<file path="src/hdl/rpp_pkg.sv">
// ----------------------------------------------------------------------------
// rpp_pkg
// Shared types and constants for the RIPv2 packet parser.
// ----------------------------------------------------------------------------
package rpp_pkg;

	// status codes of the end-of-packet word
	localparam logic [3:0] ST_OK        = 4'd0;
	localparam logic [3:0] ST_COMMAND   = 4'd1;
	localparam logic [3:0] ST_VERSION   = 4'd2;
	localparam logic [3:0] ST_ZERO      = 4'd3;
	localparam logic [3:0] ST_FAMILY    = 4'd4;
	localparam logic [3:0] ST_TAG       = 4'd5;
	localparam logic [3:0] ST_MASK      = 4'd6;
	localparam logic [3:0] ST_METRIC    = 4'd7;
	localparam logic [3:0] ST_TRUNCATED = 4'd8;
	localparam logic [3:0] ST_TOO_MANY  = 4'd9;

	// result kinds
	localparam logic KIND_ENTRY  = 1'b0;
	localparam logic KIND_STATUS = 1'b1;

	// RIP command values
	localparam logic [1:0] CMD_NONE     = 2'd0;
	localparam logic [1:0] CMD_REQUEST  = 2'd1;
	localparam logic [1:0] CMD_RESPONSE = 2'd2;

	// header layout
	localparam logic [7:0]  RIP_VERSION    = 8'd2;
	localparam logic [7:0]  OFFSET_RESET   = 8'd28;
	localparam logic [9:0]  POS_MAX        = 10'd1023;
	localparam logic [9:0]  HDR_LEN        = 10'd4;

	// byte index of the last byte of each field inside a 20-byte entry
	localparam logic [4:0] F_FAMILY_END = 5'd1;
	localparam logic [4:0] F_TAG_END    = 5'd3;
	localparam logic [4:0] F_ADDR_END   = 5'd7;
	localparam logic [4:0] F_MASK_END   = 5'd11;
	localparam logic [4:0] F_HOP_END    = 5'd15;
	localparam logic [4:0] F_METRIC_END = 5'd19;

	// result queue depth (room for two words per byte)
	localparam int QUEUE_DEPTH = 4;
	localparam int QUEUE_AW    = 2;

	typedef struct packed {
		logic        kind;
		logic [4:0]  route_index;
		logic [31:0] route_addr;
		logic [31:0] route_mask;
		logic [31:0] next_hop;
		logic [4:0]  route_metric;
		logic [1:0]  command_code;
		logic [3:0]  status_code;
		logic [4:0]  entry_total;
		logic        last_result;
	} result_t;

	// words produced by one byte: count and up to two words, first in res0
	typedef struct packed {
		logic [1:0] count;
		result_t    res0;
		result_t    res1;
	} push_t;

endpackage

</file>
<file path="src/hdl/rpp_byte_parser.sv">
// ----------------------------------------------------------------------------
// rpp_byte_parser
// Per-packet state and the per-byte checks; yields up to two result words.
// ----------------------------------------------------------------------------
module rpp_byte_parser #(
	parameter int MAX_ENTRIES = 25
) (
	input  logic                clk,
	input  logic                arst_n,
	input  logic                accept,
	input  logic [7:0]          data_byte,
	input  logic                last_byte,
	input  logic [7:0]          payload_offset,
	output rpp_pkg::push_t      push
);

	logic [9:0]  pos_q;
	logic [31:0] shift_q;
	logic [31:0] addr_q;
	logic [31:0] mask_q;
	logic [31:0] hop_q;
	logic [1:0]  cmd_q;
	logic [4:0]  count_q;
	logic [3:0]  err_q;

	logic [9:0]  pos_n;
	logic [31:0] shift_n;
	logic [31:0] addr_n;
	logic [31:0] mask_n;
	logic [31:0] hop_n;
	logic [1:0]  cmd_n;
	logic [4:0]  count_n;
	logic [3:0]  err_n;

	logic        in_payload;
	logic [9:0]  rel;
	logic [9:0]  ent_off;
	logic [17:0] quot_prod;
	logic [5:0]  quot;
	logic [9:0]  quot20;
	logic [9:0]  field_full;
	logic [4:0]  field;
	logic        in_entry;
	logic [15:0] want_family;
	logic [31:0] mask_inv;
	logic [31:0] mask_inv_p1;
	logic        emit;
	logic        truncated;
	rpp_pkg::result_t entry_res;
	rpp_pkg::result_t status_res;

	// position within the entry area: (rel - 4) mod 20 by reciprocal, exact below 1024
	always_comb begin
		in_payload = pos_q >= {2'b00, payload_offset};
		rel        = pos_q - {2'b00, payload_offset};
		ent_off    = rel - rpp_pkg::HDR_LEN;
		quot_prod  = 18'(ent_off) * 18'd205;
		quot       = quot_prod[17:12];
		quot20     = {quot, 4'b0000} + {2'b00, quot, 2'b00};
		field_full = ent_off - quot20;
		field      = field_full[4:0];
		in_entry   = in_payload && (rel >= rpp_pkg::HDR_LEN);
	end

	// checks and next state
	always_comb begin
		shift_n     = {shift_q[23:0], data_byte};
		addr_n      = addr_q;
		mask_n      = mask_q;
		hop_n       = hop_q;
		cmd_n       = cmd_q;
		count_n     = count_q;
		err_n       = err_q;
		emit        = 1'b0;
		want_family = (cmd_q == rpp_pkg::CMD_RESPONSE) ? 16'd2 : 16'd0;
		mask_inv    = ~shift_n;
		mask_inv_p1 = mask_inv + 32'd1;

		if (in_payload && rel == 10'd0) begin
			if (data_byte == 8'(rpp_pkg::CMD_REQUEST) ||
			    data_byte == 8'(rpp_pkg::CMD_RESPONSE)) begin
				cmd_n = data_byte[1:0];
			end else begin
				cmd_n = rpp_pkg::CMD_NONE;
				if (err_n == rpp_pkg::ST_OK) err_n = rpp_pkg::ST_COMMAND;
			end
		end else if (in_payload && rel == 10'd1) begin
			if (data_byte != rpp_pkg::RIP_VERSION && err_n == rpp_pkg::ST_OK)
				err_n = rpp_pkg::ST_VERSION;
		end else if (in_payload && !in_entry) begin
			if (data_byte != 8'd0 && err_n == rpp_pkg::ST_OK)
				err_n = rpp_pkg::ST_ZERO;
		end else if (in_entry) begin
			case (field)
				rpp_pkg::F_FAMILY_END: begin
					if (shift_n[15:0] != want_family && err_n == rpp_pkg::ST_OK)
						err_n = rpp_pkg::ST_FAMILY;
				end
				rpp_pkg::F_TAG_END: begin
					if (shift_n[15:0] != 16'd0 && err_n == rpp_pkg::ST_OK)
						err_n = rpp_pkg::ST_TAG;
				end
				rpp_pkg::F_ADDR_END: addr_n = shift_n;
				rpp_pkg::F_MASK_END: begin
					mask_n = shift_n;
					// ones then zeros: inverted mask must be of form 0..01..1
					if ((mask_inv & mask_inv_p1) != 32'd0 && err_n == rpp_pkg::ST_OK)
						err_n = rpp_pkg::ST_MASK;
				end
				rpp_pkg::F_HOP_END: hop_n = shift_n;
				rpp_pkg::F_METRIC_END: begin
					if ((shift_n < 32'd1 || shift_n > 32'd16) && err_n == rpp_pkg::ST_OK)
						err_n = rpp_pkg::ST_METRIC;
					if (err_n == rpp_pkg::ST_OK) begin
						if (count_q >= 5'(MAX_ENTRIES)) begin
							err_n = rpp_pkg::ST_TOO_MANY;
						end else begin
							emit    = 1'b1;
							count_n = count_q + 5'd1;
						end
					end
				end
				default: ;
			endcase
		end

		// end of packet
		truncated = !in_payload || rel < 10'd3 ||
		            (in_entry && field != rpp_pkg::F_METRIC_END);
		if (last_byte && truncated && err_n == rpp_pkg::ST_OK)
			err_n = rpp_pkg::ST_TRUNCATED;

		pos_n = (pos_q < rpp_pkg::POS_MAX) ? pos_q + 10'd1 : rpp_pkg::POS_MAX;
	end

	// result words
	always_comb begin
		entry_res              = '0;
		entry_res.kind         = rpp_pkg::KIND_ENTRY;
		entry_res.route_index  = count_q;
		entry_res.route_addr   = addr_q;
		entry_res.route_mask   = mask_q;
		entry_res.next_hop     = hop_q;
		entry_res.route_metric = shift_n[4:0];
		entry_res.command_code = cmd_q;
		entry_res.status_code  = rpp_pkg::ST_OK;
		entry_res.entry_total  = count_n;
		entry_res.last_result  = !last_byte;

		status_res              = '0;
		status_res.kind         = rpp_pkg::KIND_STATUS;
		status_res.command_code = cmd_n;
		status_res.status_code  = err_n;
		status_res.entry_total  = count_n;
		status_res.last_result  = 1'b1;

		push = '0;
		if (accept) begin
			if (emit && last_byte) begin
				push.count = 2'd2;
				push.res0  = entry_res;
				push.res1  = status_res;
			end else if (emit) begin
				push.count = 2'd1;
				push.res0  = entry_res;
			end else if (last_byte) begin
				push.count = 2'd1;
				push.res0  = status_res;
			end
		end
	end

	// packet state; cleared after the last byte
	always_ff @(posedge clk or negedge arst_n) begin
		if (!arst_n) begin
			pos_q   <= '0;
			shift_q <= '0;
			addr_q  <= '0;
			mask_q  <= '0;
			hop_q   <= '0;
			cmd_q   <= rpp_pkg::CMD_NONE;
			count_q <= '0;
			err_q   <= rpp_pkg::ST_OK;
		end else if (accept) begin
			if (last_byte) begin
				pos_q   <= '0;
				shift_q <= '0;
				addr_q  <= '0;
				mask_q  <= '0;
				hop_q   <= '0;
				cmd_q   <= rpp_pkg::CMD_NONE;
				count_q <= '0;
				err_q   <= rpp_pkg::ST_OK;
			end else begin
				pos_q   <= pos_n;
				shift_q <= shift_n;
				addr_q  <= addr_n;
				mask_q  <= mask_n;
				hop_q   <= hop_n;
				cmd_q   <= cmd_n;
				count_q <= count_n;
				err_q   <= err_n;
			end
		end
	end

endmodule

</file>
<file path="src/hdl/rpp_result_queue.sv">
// ----------------------------------------------------------------------------
// rpp_result_queue
// Small result queue: takes up to two words a cycle while it has room, hands out one when out_ready is high.
// ----------------------------------------------------------------------------
module rpp_result_queue (
	input  logic               clk,
	input  logic               arst_n,
	input  rpp_pkg::push_t     push,
	output logic               has_room,
	output logic               out_valid,
	input  logic               out_ready,
	output rpp_pkg::result_t   out_word
);

	rpp_pkg::result_t                   mem_q [rpp_pkg::QUEUE_DEPTH];
	logic [rpp_pkg::QUEUE_AW-1:0]       wr_ptr_q;
	logic [rpp_pkg::QUEUE_AW-1:0]       rd_ptr_q;
	logic [rpp_pkg::QUEUE_AW:0]         fill_q;
	logic [rpp_pkg::QUEUE_AW-1:0]       wr_ptr_p1;
	logic                               pop;

	// room for two words keeps the input side free of the output handshake
	assign has_room  = fill_q <= (rpp_pkg::QUEUE_AW+1)'(rpp_pkg::QUEUE_DEPTH - 2);
	assign out_valid = fill_q != '0;
	assign out_word  = mem_q[rd_ptr_q];
	assign pop       = out_valid && out_ready;
	assign wr_ptr_p1 = wr_ptr_q + 1'b1;

	// storage
	always_ff @(posedge clk) begin
		if (push.count != 2'd0)
			mem_q[wr_ptr_q] <= push.res0;
		if (push.count == 2'd2)
			mem_q[wr_ptr_p1] <= push.res1;
	end

	// pointers and fill level
	always_ff @(posedge clk or negedge arst_n) begin
		if (!arst_n) begin
			wr_ptr_q <= '0;
			rd_ptr_q <= '0;
			fill_q   <= '0;
		end else begin
			wr_ptr_q <= wr_ptr_q + (rpp_pkg::QUEUE_AW)'(push.count);
			if (pop)
				rd_ptr_q <= rd_ptr_q + 1'b1;
			fill_q <= fill_q + (rpp_pkg::QUEUE_AW+1)'(push.count)
			          - (rpp_pkg::QUEUE_AW+1)'(pop);
		end
	end

endmodule

</file>
<file path="src/hdl/rip_packet_parser_unit.sv">
// ----------------------------------------------------------------------------
// rip_packet_parser_unit
// RIPv2 payload parser: one packet byte a word, emits route entries and status.
// ----------------------------------------------------------------------------
// A result word is written into the result queue when the byte that causes it
// is accepted and is offered behind any earlier words. Throughput: one byte a
// cycle; a byte giving two words offers them one after the other, and input
// stalls only while the 4-word result queue is short of two free slots. Reset
// (arst_n low) clears packet state and the queue and sets payload_offset to 28.
// ----------------------------------------------------------------------------
module rip_packet_parser_unit #(
	parameter int MAX_ENTRIES = 25
) (
	input  logic        clk,
	input  logic        arst_n,
	// configuration
	input  logic        cfg_valid,
	output logic        cfg_ready,
	input  logic [7:0]  cfg_data,
	// byte input
	input  logic        in_valid,
	output logic        in_ready,
	input  logic [7:0]  data_byte,
	input  logic        last_byte,
	// result output
	output logic        out_valid,
	input  logic        out_ready,
	output logic        kind,
	output logic [4:0]  route_index,
	output logic [31:0] route_addr,
	output logic [31:0] route_mask,
	output logic [31:0] next_hop,
	output logic [4:0]  route_metric,
	output logic [1:0]  command_code,
	output logic [3:0]  status_code,
	output logic [4:0]  entry_total,
	output logic        last_result
);

	logic [7:0]       offset_q;
	logic             accept;
	logic             has_room;
	rpp_pkg::push_t   push;
	rpp_pkg::result_t word;

	assign cfg_ready = 1'b1;
	assign in_ready  = has_room;
	assign accept    = in_valid && has_room;

	// payload offset register
	always_ff @(posedge clk or negedge arst_n) begin
		if (!arst_n) begin
			offset_q <= rpp_pkg::OFFSET_RESET;
		end else if (cfg_valid) begin
			offset_q <= cfg_data;
		end
	end

	rpp_byte_parser #(
		.MAX_ENTRIES(MAX_ENTRIES)
	) u_parser (
		.clk            (clk),
		.arst_n         (arst_n),
		.accept         (accept),
		.data_byte      (data_byte),
		.last_byte      (last_byte),
		.payload_offset (offset_q),
		.push           (push)
	);

	rpp_result_queue u_queue (
		.clk       (clk),
		.arst_n    (arst_n),
		.push      (push),
		.has_room  (has_room),
		.out_valid (out_valid),
		.out_ready (out_ready),
		.out_word  (word)
	);

	// result fields
	assign kind         = word.kind;
	assign route_index  = word.route_index;
	assign route_addr   = word.route_addr;
	assign route_mask   = word.route_mask;
	assign next_hop     = word.next_hop;
	assign route_metric = word.route_metric;
	assign command_code = word.command_code;
	assign status_code  = word.status_code;
	assign entry_total  = word.entry_total;
	assign last_result  = word.last_result;

endmodule
</file>
<file path="config.mk">
export PLATFORM = sky130hd
export DESIGN_NAME = rip_packet_parser_unit
export DESIGN_NICKNAME = d
export VERILOG_FILES = /design/src/hdl/rpp_pkg.sv /design/src/hdl/rpp_byte_parser.sv /design/src/hdl/rpp_result_queue.sv /design/src/hdl/rip_packet_parser_unit.sv
export SDC_FILE = /design/constraint.sdc
export NUM_CORES = 1
export LEC_CHECK = 0
export BUFFER_PORTS_ARGS = -buffer_cell sky130_fd_sc_hd__buf_2
export CAP_MARGIN = 20
export CORE_MARGIN = 2
export CORE_UTILIZATION = 57
export CTS_CLUSTER_DIAMETER = 80
export CTS_CLUSTER_SIZE = 24
export DETAILED_ROUTE_END_ITERATION = 8
export PLACE_DENSITY = 0.77
export SYNTH_ARGS = -nofsm -noshare
export SYNTH_HDL_FRONTEND = slang
export SYNTH_HIERARCHICAL = 1
export SYNTH_SLANG_ARGS = --single-unit
</file>
<file path="constraint.sdc">
create_clock -name clk -period 16.35 [get_ports clk]
set_clock_uncertainty 0.15 [all_clocks]
set_input_delay 0.8175 -clock clk [delete_from_list [all_inputs] [get_ports clk]]
set_output_delay 0.8175 -clock clk [all_outputs]
set_load 0.005 [all_outputs]
</file>
# Word level (Yosys, flattened, before mapping)
# Memories as Yosys holds them, arrays and structs flattened.
# Cells that the tools add are included.
# op_classes
n_addsub	12
multipliers	1
n_lt_le_gt_ge	8
eq_ne	17
mux	71
bitwise_logic	2
reduce_logical	39
# op_table
operator	n
2-to-1 mux 32 bit	18
2-to-1 mux 121 bit	2
2-to-1 mux 240 bit	1
2-to-1 mux 120 bit	1
2-to-1 mux 119 bit	1
2-to-1 mux 4 bit	21
2-to-1 mux 5 bit	8
adder 32 x 1 -> 32 bit, second input constant	1
bitwise AND 32 bit	1
greater-than comparator 32 x 5 -> 1 bit, second input constant	1
< comparator 32 x 1 -> 1 bit, second input constant	1
NOT 32 bit	1
nonzero test 32 bit	1
2-to-1 mux 24 bit	1
2-to-1 mux 10 bit	2
AND reduction 6 bit	3
logical AND 1 bit	16
inequality test 16 x 2 -> 1 bit	1
case mux 4 bit (4 select lines)	1
nonzero test 16 bit	1
multiplier 10 x 8 -> 15 bit, second input constant	1
zero test 4 bit	3
2-to-1 mux 1 bit	11
adder 10 x 1 -> 10 bit, second input constant	1
other kinds (34)	51
# totals
reg_bits	156
ram_bits	476
inputBits	22
out_inout_bits	122
wordCells	163
memories	1
# memory_table
name	words	width	rd	rd_ports_with_merged_regs	wr	line_no	source
u_queue.mem_q	4	119	1	0	2	rpp_result_queue.sv:15	rpp_pkg::result_t mem_q [rpp_pkg::QUEUE_DEPTH];

# Longest topological paths before layout
# depth
depth_word	28
depth_mapped	48
ltp_nobuf	46

# By module
# Netlist, hierarchy kept.
# modules_own_cells
mod	n_inst	cells_each	area_per_inst_um2	seq_area_each_um2
rpp_result_queue	1	1191	24337.1	14468.9
rpp_byte_parser	1	1096	10830.4	3528.4
rip_packet_parser_unit	1	20	352.8	203.9

# Worst setup path before layout
# No wires, ideal clock.
# synth_path
kind	flip-flop to flip-flop
startpoint	register offset_q[2]
endpoint	memory u_queue/mem_q[0][0] (netlist name) (enable)
setup_time_ns	0.761
arrival_time_ns	16.681
required_time_ns	15.439
path_slack_ns	-1.242
path_stages_with_launch	43
path_buffers	2
period_less_slack_ns	17.592
path_cell_list	dfstp_2 inv_1 ha_1 or2_1 o22ai_1 xnor2_1 ha_1 nand3_1 or4b_1 o211ai_2 xnor2_2 xnor2_1 fa_1 inv_1 fa_1 inv_1 fa_1 inv_1 [7 not listed] inv_1 ha_1 nor2_1 xnor2_1 xnor2_1 xnor2_1 or3_1 nand3_4 a21oi_1 nand3_1 inv_1 ha_1 nand2_1 inv_1 buf_4 clkbuf_2 o21bai_1 o21ai_0
# synth_rtl
element	line_no	source
start: declaration	rip_packet_parser_unit.sv:40	logic [7:0] offset_q;
start signal: assignment	rip_packet_parser_unit.sv:53	offset_q <= rpp_pkg::OFFSET_RESET;
start signal: assignment	rip_packet_parser_unit.sv:55	offset_q <= cfg_data;
end: declaration	rpp_result_queue.sv:15	

==> reports/results.tsv <==
stage	metric	value	unit
place	preCtsSetupSlack	4.39	ns
critical_path	cp_slowest_cell	and4bb_4	
detailed_routing	drt_iter0_markers	1787	
logic_synthesis	synth-async-reset-ratio	24.7	%
logic_synthesis	synth-main-ff-cell	edfxtp_1	
floorplan	start_util	57.6	%
critical_path	rrSetupSlack	4.18	ns
floorplan	dieWidth	254	um
sta	rsz0062_at_grt	false	
layout	syn_to_final_growth	4.81	%
detailed_routing	post_drt_wl_per_cell	25.2	um
critical_path	slowest_delay	0.88	ns
sta	max_freq	82.2	MHz
clocking	clockBufferDepth	3	
clocking	clkLatencyLatePin	0.58	ns
critical_path	path_max_fanout	39	
detailed_routing	drc	0	
floorplan	die_h	254	um
sta	hold_ws	0.123	ns
logic_synthesis	netlist_area	35500	um2
sta	tightest_slew	1.16	ns
logic_synthesis	synth_edf_count	476	
critical_path	cpMostUsedCell	inv_1	
floorplan	core	61700	um2
logic_synthesis	synth-seq-cells	632	
logic_synthesis	synth-seq-area-share	51.2	%
sta	report.final.slew_viol_count	0	
global_route	grtUsageTotal	25.5	%
place	numPortBuffers	142	
floorplan	die-area	64300	um2
logic_synthesis	ys_types	91	
logic_synthesis	ys_warn_count	6	
critical_path	r2r-start	offset_q[2]	
sta	setup_violations	0	
logic_synthesis	synthCells	2307	
critical_path	critPathLaunchType	register	
global_route	overflow	0	
sta	hold_viol	0	
sta	maxSlewHeadroom	22.6	%
critical_path	critPathArrivalTime	12.22	ns
layout	fillers	4700	
clocking	htreeDepth	2	
run	max_cap_viol_count	0	
place	dp_hpwl	51100	um
global_route	grt_pass1_wl	124000	um
layout	stdcell_area	37200	um2
critical_path	cp.required	16.41	ns
place	gp_congestion	0.912	
detailed_routing	drt-total-wl	81800	um
clocking	post_cts_buffers	0	
critical_path	cp-end-kind	register	
sta	post-route-period-util	74.4	%
sta	period_needed	12.17	ns
min_path	hold_class	in -> async	
global_route	grt_pass1_vias	20630	
clocking	cts_tree	built	
detailed_routing	drtAntennaViolNets	0	
floorplan	rows	91	
outcome	outcome	finished, final reports clean	
critical_path	r2r_end	u_queue/mem_q[2][56]	
clocking	cts_sinks	632	
clocking	cts_root_buf	clkbuf_16	
clocking	cts_made_buffers	36	
sta	fin_tns_setup	0	ns
critical_path	criticalPathCategory	reg -> reg	
clocking	post_cts_resized	0	
layout	layout-drive-gt1-share	39.8	%
clocking	ctsHoldBuffers	0	
place	postPlaceCellArea	36000	um2
critical_path	r2r_cells	42	
layout	nets	2475	
global_route	grt_max_degree	121	
detailed_routing	vias_per_cell	6.10	
logic_synthesis	syn_avg_cell_area	15.4	um2
global_route	antenna_found_initial	7	
floorplan	io_pins	144	
detailed_routing	vias	19782	
sta	timing.final.ws_setup	4.18	ns
detailed_routing	dr.pass1.iters	5	
clocking	clk_pin_slew	0.08	ns
[cell type report]
class,count,area (um2),share of cell area (%)
Inverter,88,330,0.887
Clock buffer,52,992,2.67
Tap cell,837,1050,2.81
Multi-Input combinational cell,1447,15500,41.6
Timing Repair Buffer,172,967,2.60
Antenna cell,3,7.51,0.0202
Sequential cell,632,18200,48.9
Clock inverter,12,181,0.487
[how the worst max path moves through the flow]
| stage | from | end |
|---|---|---|
| 5_1_grt | offset_q[2] | u_queue/mem_q[2][55] |
| 6_report | offset_q[2] | u_queue/mem_q[2][56] |
| 2_1_floorplan | offset_q[2] | u_queue/mem_q[2][0] |
| 4_1_cts | offset_q[2] | u_queue/mem_q[2][55] |
| 3_5_place_dp | offset_q[2] | u_queue/mem_q[2][71] |
| 3_3_place_gp | offset_q[2] | u_queue/mem_q[2][75] |
[per-layer routing]
metal | vias to the layer above | GRT usage, % | wire (um)
met5 | - | 0 | 64
met4 | 10 | 7.93 | 2600
met3 | 129 | 4.32 | 4970
met2 | 642 | 44.2 | 41100
met1 | 10304 | 33.0 | 33100
li1 | 8697 | - | -
[through the flow]
stage          cells  util, %
2_1_floorplan   2412        -
3_3_place_gp    3175     58.4
3_5_place_dp    3175     58.4
4_1_cts         3239     60.3
5_1_grt         3242     60.3
6_report        3243     60.3
[cells in the mapped netlist, drive strengths merged, types with 16 or more instances]
cell / n / share of area, %
buf: 217 / 5.2
ha: 58 / 2.0
and3: 111 / 2.0
nor4: 16 / 0.32
o21ai: 29 / 0.44
dfrtp: 153 / 11
inv: 88 / 0.93
mux4: 119 / 7.5
clkbuf: 28 / 0.30
a21oi: 48 / 0.69
nor2: 46 / 0.49
nand3: 24 / 0.39
xnor2: 18 / 0.49
mux2: 602 / 22
nor2b: 36 / 0.63
fa: 18 / 1.0
edfxtp: 476 / 40
nand2: 56 / 0.60
[cells by family (layout without fill, tap and decap cells)]
family,Yosys count,in the layout,synth area share [%]
AND/OR/NAND/NOR,348,348,5.59
other,2,110,0.0211
buffers and inverters,333,324,6.41
XOR/XNOR,34,34,0.941
flip-flops,632,632,51.2
adder cells (fa/ha/maj),76,76,3.06
AO/OA/AOI/OAI,156,156,3.04
multiplexers,726,726,29.7
[registers in the layout (all words and copies together) (netlist names)]
register / count
u_queue/mem_q: 476
u_parser/addr_q: 32
u_parser/hop_q: 32
u_parser/mask_q: 32
u_parser/shift_q: 24
u_parser/pos_q: 10
offset_q: 8
u_parser/count_q: 5
u_parser/err_q: 4
u_queue/fill_q: 3
u_parser/cmd_q: 2
u_queue/rd_ptr_q: 2
u_queue/wr_ptr_q: 2
[cells in the final DEF, fill, tap and decap left out, types with 4 or more instances in the layout]
cell type	Yosys	final
a21o_1	7	7
a21oi_1	47	47
a31oi_1	10	10
and2_1	9	8
and3_1	111	111
buf_2	11	141
buf_4	134	28
clkbuf_1	27	14
clkbuf_16	0	37
conb_1	2	107
dfrtp_1	153	151
edfxtp_1	476	476
fa_1	18	18
ha_1	58	58
inv_1	88	88
mux2_1	23	23
mux2_2	302	302
mux2_4	277	277
mux2i_1	5	5
mux4_2	119	119
nand2_1	55	55
nand2b_1	8	8
nand3_1	22	22
nand4_1	6	6
nor2_1	46	44
nor2b_1	36	36
nor3_1	11	11
nor4_1	14	14
o21a_1	4	4
o21ai_0	24	23
o22ai_1	5	5
o31ai_1	6	6
or3_1	5	5
or4_1	5	5
xnor2_1	16	16
xor2_1	14	14
[worst max-delay path, delay by kind of cell (launching register included)]
kind / cells / cell delay (ns)
adder cells (fa/ha/maj): 9 / 3.55
AND/OR/NAND/NOR: 10 / 2.89
buffers and inverters: 9 / 1.99
AO/OA/AOI/OAI: 7 / 1.33
XOR/XNOR: 7 / 1.25
flip-flops: 1 / 0.54
Power is not shown: default switching activity piles up to over one toggle a cycle in this logic, so the estimate is an artifact.
